<file path="config.mk">
export PLATFORM = sky130hd
export DESIGN_NAME = sasu_ctrl
export DESIGN_NICKNAME = d
export VERILOG_FILES = /design/src/design/sasu_pkg.sv /design/src/design/sasu_ctrl.sv
export SDC_FILE = /design/constraint.sdc
export NUM_CORES = 1
export LEC_CHECK = 0
export ABC_CLOCK_PERIOD_IN_PS = 2300
export BUFFER_PORTS_ARGS = -buffer_cell sky130_fd_sc_hd__buf_2
export CORE_MARGIN = 2
export CORE_UTILIZATION = 30
export CTS_CLUSTER_SIZE = 8
export DETAILED_ROUTE_END_ITERATION = 7
export PLACE_DENSITY = 0.69
export SYNTH_ARGS = -nofsm -noshare
export SYNTH_HDL_FRONTEND = slang
export SYNTH_SLANG_ARGS = --single-unit
</file>
<file path="constraint.sdc">
create_clock -name clk -period 2.3 [get_ports clk]
set_clock_uncertainty 0.15 [all_clocks]
set_input_delay 0.46 -clock clk [delete_from_list [all_inputs] [get_ports clk]]
set_output_delay 0.46 -clock clk [all_outputs]
set_load 0.05 [all_outputs]
</file>
<file path="src/design/sasu_pkg.sv">
// package: shared constants and controller/datapath command and status types
`default_nettype none
package sasu_pkg;
	localparam int VERTEX_W = 6;
	localparam int NUM_VALUES = 1 << VERTEX_W;
	localparam int DEF_NUM_VERTICES = 64;
	localparam int DEF_MAX_DEGREE = 64;

	typedef struct packed {
		logic idle;
		logic latch_du;
		logic deg_sel_v;
		logic latch_dv;
		logic edge_wr1;
		logic edge_wr2;
		logic set_fail;
		logic tally_clr;
		logic load_d;
		logic latch_val;
		logic tally_wr;
		logic scan_init;
		logic scan_rd;
		logic get_cnt;
		logic j_inc;
		logic emit_status;
		logic emit_empty;
		logic emit_nbr;
	} cmd_t;

	typedef struct packed {
		logic accept;
		logic acc_list;
		logic fail;
		logic d_zero;
		logic i_last;
		logic c_zero;
		logic k_last;
		logic rem_one;
		logic slot_free;
	} sts_t;
endpackage
`default_nettype wire

</file>
<file path="src/design/sasu_ctrl.sv">
// controller state machine for edge insertion and sorted list readout
`default_nettype none
module sasu_ctrl (
	input  wire logic          clk,
	input  wire logic          arst_n,
	input  wire sasu_pkg::sts_t sts,
	output sasu_pkg::cmd_t     cmd
);
	import sasu_pkg::*;

	typedef enum logic [3:0] {
		IDLE, E_U, E_V, E_CHK, E_W2, EMIT_ST, L_RD, L_D, L_SR, L_TR, L_TW,
		S_RD, S_GET, S_EMIT, EMIT_EMPTY
	} state_t;

	state_t state_q, state_d;

	always_comb begin
		cmd = '0;
		state_d = state_q;
		case (state_q)
			IDLE: begin
				cmd.idle = 1'b1;
				if (sts.accept) begin
					state_d = sts.acc_list ? L_RD : E_U;
				end
			end
			E_U: state_d = E_V;
			E_V: begin
				cmd.latch_du = 1'b1;
				cmd.deg_sel_v = 1'b1;
				state_d = E_CHK;
			end
			E_CHK: begin
				cmd.set_fail = 1'b1;
				if (sts.fail) begin
					state_d = EMIT_ST;
				end else begin
					cmd.edge_wr1 = 1'b1;
					cmd.latch_dv = 1'b1;
					state_d = E_W2;
				end
			end
			E_W2: begin
				cmd.edge_wr2 = 1'b1;
				state_d = EMIT_ST;
			end
			EMIT_ST: begin
				if (sts.slot_free) begin
					cmd.emit_status = 1'b1;
					state_d = IDLE;
				end
			end
			L_RD: begin
				cmd.tally_clr = 1'b1;
				state_d = L_D;
			end
			L_D: begin
				cmd.load_d = 1'b1;
				state_d = sts.d_zero ? EMIT_EMPTY : L_SR;
			end
			L_SR: state_d = L_TR;
			L_TR: begin
				cmd.latch_val = 1'b1;
				state_d = L_TW;
			end
			L_TW: begin
				cmd.tally_wr = 1'b1;
				if (sts.i_last) begin
					cmd.scan_init = 1'b1;
					state_d = S_RD;
				end else begin
					state_d = L_SR;
				end
			end
			S_RD: begin
				cmd.scan_rd = 1'b1;
				state_d = S_GET;
			end
			S_GET: begin
				cmd.get_cnt = 1'b1;
				if (sts.c_zero) begin
					cmd.j_inc = 1'b1;
					state_d = S_RD;
				end else begin
					state_d = S_EMIT;
				end
			end
			S_EMIT: begin
				if (sts.slot_free) begin
					cmd.emit_nbr = 1'b1;
					if (sts.k_last) begin
						state_d = IDLE;
					end else if (sts.rem_one) begin
						cmd.j_inc = 1'b1;
						state_d = S_RD;
					end
				end
			end
			EMIT_EMPTY: begin
				if (sts.slot_free) begin
					cmd.emit_empty = 1'b1;
					state_d = IDLE;
				end
			end
			default: state_d = IDLE;
		endcase
	end

	always_ff @(posedge clk or negedge arst_n) begin
		if (!arst_n) begin
			state_q <= IDLE;
		end else begin
			state_q <= state_d;
		end
	end
endmodule
`default_nettype wire

</file>
==> impl_metrics.env <==
export IMPL_grt_max_degree=15
export IMPL_required_ps=1690
export IMPL_avgSynthCellArea_sq_um=7.397
export IMPL_hold_viol=0
export IMPL_vias=600
export IMPL_ios=29
export IMPL_die_h_microns=44.95
export IMPL_final_max_slew_viol_count=0
export IMPL_h_tree_depth=1
export IMPL_ant_nets=0
export IMPL_antenna_found_initial=0
export IMPL_cts_sinks=4
export IMPL_critPathLaunchType="register"
export IMPL_synth_compound_area_share_pct=29.60
export IMPL_route_detailed_drc=0
export IMPL_rsz0062_at_grt="false"
export IMPL_finalSetupViolations=0
export IMPL_layout_nets=111
export IMPL_syn_inst=68
export IMPL_synth_top_family_by_area="simple AND/OR/NAND/NOR gates"
export IMPL_max_freq_mhz=456.2
export IMPL_clock_root_buffer="clkbuf_4"
export IMPL_syn_to_final_growth_pct=46.02
export IMPL_clk_pin_slew_ps=40
export IMPL_wl_met3_microns=49
export IMPL_path_cells="or2b_4 -> nor3_1 -> a22o_2 -> buf_4"
export IMPL_synth_fp_nets=79
export IMPL_hpwl_mm=1.201
export IMPL_wl_met2_microns=782
export IMPL_synth_cell_type_count=33
export IMPL_top_regs="state_q: 4 flops"
export IMPL_synthSimpleGateAreaFrac_pct=37.56
export IMPL_postCtsSetupBuffers=0
export IMPL_design_core_area_sq_um=1541
export IMPL_gp_congestion=0.8009
export IMPL_arrival_ps=1580
export IMPL_wl_met1_microns=661
export IMPL_dr_pass1_iters=4
export IMPL_cp_top_family="simple AND/OR/NAND/NOR gates"
export IMPL_synthAdderAreaFrac_pct=0
export IMPL_first_iter_violations=6
export IMPL_worstMarginPinSlew_ps=388.1
export IMPL_status="finished clean"
export IMPL_synthMuxAreaShare_pct=2.239
export IMPL_wl_mm=1.494
export IMPL_synth_seq_cells=4
export IMPL_min_path_type="in2async"
export IMPL_ys_warn_count=0
export IMPL_r2r_slack_ps=250
export IMPL_p_leak_nw=0.3534
export IMPL_io_buffers=28
export IMPL_worstSetupEndpointType="output pin"
export IMPL_period_needed_ps=2192
export IMPL_setup_ws_ps=107.8
export IMPL_ir_worst_vdd_v=0.0004726
export IMPL_cts_buffers=3
export IMPL_grt_pass1_vias=533
export IMPL_slew_headroom_pct=74.12
export IMPL_finalHoldWorstSlack_ps=427.2
export IMPL_largest_reg_flops=4
export IMPL_powerDensity_nw_per_um2=1598
export IMPL_n_antenna_cell=0
export IMPL_via_per_inst=5.263
export IMPL_fin_tns_setup_ps=0
export IMPL_grt_total_usage_pct=15.11
export IMPL_grt_pass1_wl_mm=2.428
export IMPL_routedWlPerCell_microns=13.11
export IMPL_top_layer_used="met3"
export IMPL_nFillCells=156
export IMPL_regMostFlops="state_q"
export IMPL_timing_final_crit_share_pct=95.31
export IMPL_slowest_delay_ps=480
export IMPL_maxCapViolations=0
export IMPL_reg2reg_depth=6
export IMPL_die_area_sq_um=2020
export IMPL_cts_tree="done"
export IMPL_criticalPathCategory="reg2out"
export IMPL_total_power_w=0.001174
export IMPL_initial_core_util_pct=32.63
export IMPL_drive_gt1_share_pct=53.06
export IMPL_die_w_microns=44.95
export IMPL_synth_area_sq_um=503.0
export IMPL_cp_max_fo=11
export IMPL_synthXorXnorAreaFrac_pct=0
export IMPL_pre_cts_ws_ps=207.4
export IMPL_overflow=0
export IMPL_worst_path_buf_inv=1
export IMPL_clock_latency_ps=220
export IMPL_critPathSlowestCell="dfrtp_2"
export IMPL_ys_seq_area_share_pct=19.90
export IMPL_cp_num_cells=4
export IMPL_cts_buffer_depth=2
export IMPL_placementRows=14
-- per-layer routing --
metal / vias to the layer above / track usage [%]
met5: - / 0
met4: 0 / 0
met3: 0 / 0.4000
met2: 15 / 28.00
met1: 284 / 20.69
li1: 301 / -
-- logic make-up after synthesis --
| kind of cell | Yosys count |
|---|---|
| compound gates | 17 |
| mux | 1 |
| buf+inv | 10 |
| simple gates | 36 |
| flops | 4 |
-- through the flow --
step                utilization, %  instance area [sq um]  std cells
finish                       47.65                  734.5        114
CTS                          47.40                  730.7        114
floorplan                        -                  544.3         68
global route                 47.65                  734.5        114
detailed placement           45.13                  695.7        110
global placement             45.13                  695.7        110
-- repair_timing --
| action | CTS | global route |
|---|---|---|
| hold buffers | 1 | 0 |
| endpoints found under the setup margin | 1 | 5 |
| hold endpoints to repair | 4 | 0 |
| gates resized for setup | 1 | 3 |
-- power by group --
| part | switching, W | total (W) | internal [W] |
|---|---|---|---|
| sequential | 0.000114 | 0.000227 | 0.000113 |
| clock | 0.0000224 | 0.0000803 | 0.0000579 |
| combinational | 0.000562 | 0.000866 | 0.000304 |
-- area by class of cell --
cell class	instances	area, sq um	area share, %
Sequential cell	4	103.9	14.14
Inverter	4	15.01	2.044
Multi-Input combinational cell	54	390.4	53.15
Tap cell	16	20.02	2.726
Clock buffer	3	22.52	3.066
Timing Repair Buffer	33	182.7	24.87
-- worst reg2reg max path, stage by stage, from the launching register on --
cell      delay (ps)
dfrtp_1          420
buf_4            190
or4b_1           540
a21oi_2          220
a211o_1          140
a21oi_2           60
a311oi_2         230
-- worst paths after layout --
kind / startpoint / to
setup reg to reg: state_q[0] / state_q[1]
hold reg to reg: state_q[3] / state_q[3]
hold / removal: arst_n / state_q[0]
min in group clk: sts[8] / state_q[2]
setup / recovery: state_q[1] / cmd[3]
max in group asynchronous: arst_n / state_q[2]
-- synthesized netlist by cell type --
cell / number / area share, %
nor2_1: 10 / 7.5
nand2_1: 7 / 5.2
nor3_1: 6 / 6.0
a21oi_1: 4 / 4.0
dfrtp_1: 4 / 20
inv_1: 4 / 3.0
a21oi_2: 2 / 3.5
a2bb2oi_1: 2 / 3.5
buf_4: 2 / 3.0
nand2b_1: 2 / 2.5
nand3_1: 2 / 2.0
nor4_1: 2 / 2.5
a211o_1: 1 / 1.7
a21o_1: 1 / 1.5
a22o_1: 1 / 1.7
a311oi_2: 1 / 3.0
a311oi_4: 1 / 5.2
and2_1: 1 / 1.2
buf_1: 1 / 0.75
buf_2: 1 / 0.99
buf_6: 1 / 2.2
clkbuf_1: 1 / 0.75
mux2_2: 1 / 2.2
nand4_1: 1 / 1.2
nor2b_1: 1 / 1.2
nor3b_1: 1 / 1.5
nor4_2: 1 / 2.5
o21a_1: 1 / 1.5
o21ai_0: 1 / 0.99
o21ai_2: 1 / 1.7
o22ai_1: 1 / 1.2
or2b_4: 1 / 2.2
or4b_1: 1 / 2.0
-- cell usage in the layout (no fill, tap or decap), types with 3 or more instances in the layout --
master,n
buf_4,5
buf_2,27
clkbuf_4,3
nor3_1,4
a21oi_1,4
nand2_1,7
inv_1,4
dfrtp_2,3
nor2_1,9
Note: power is estimated with default switching activity, not from simulation.
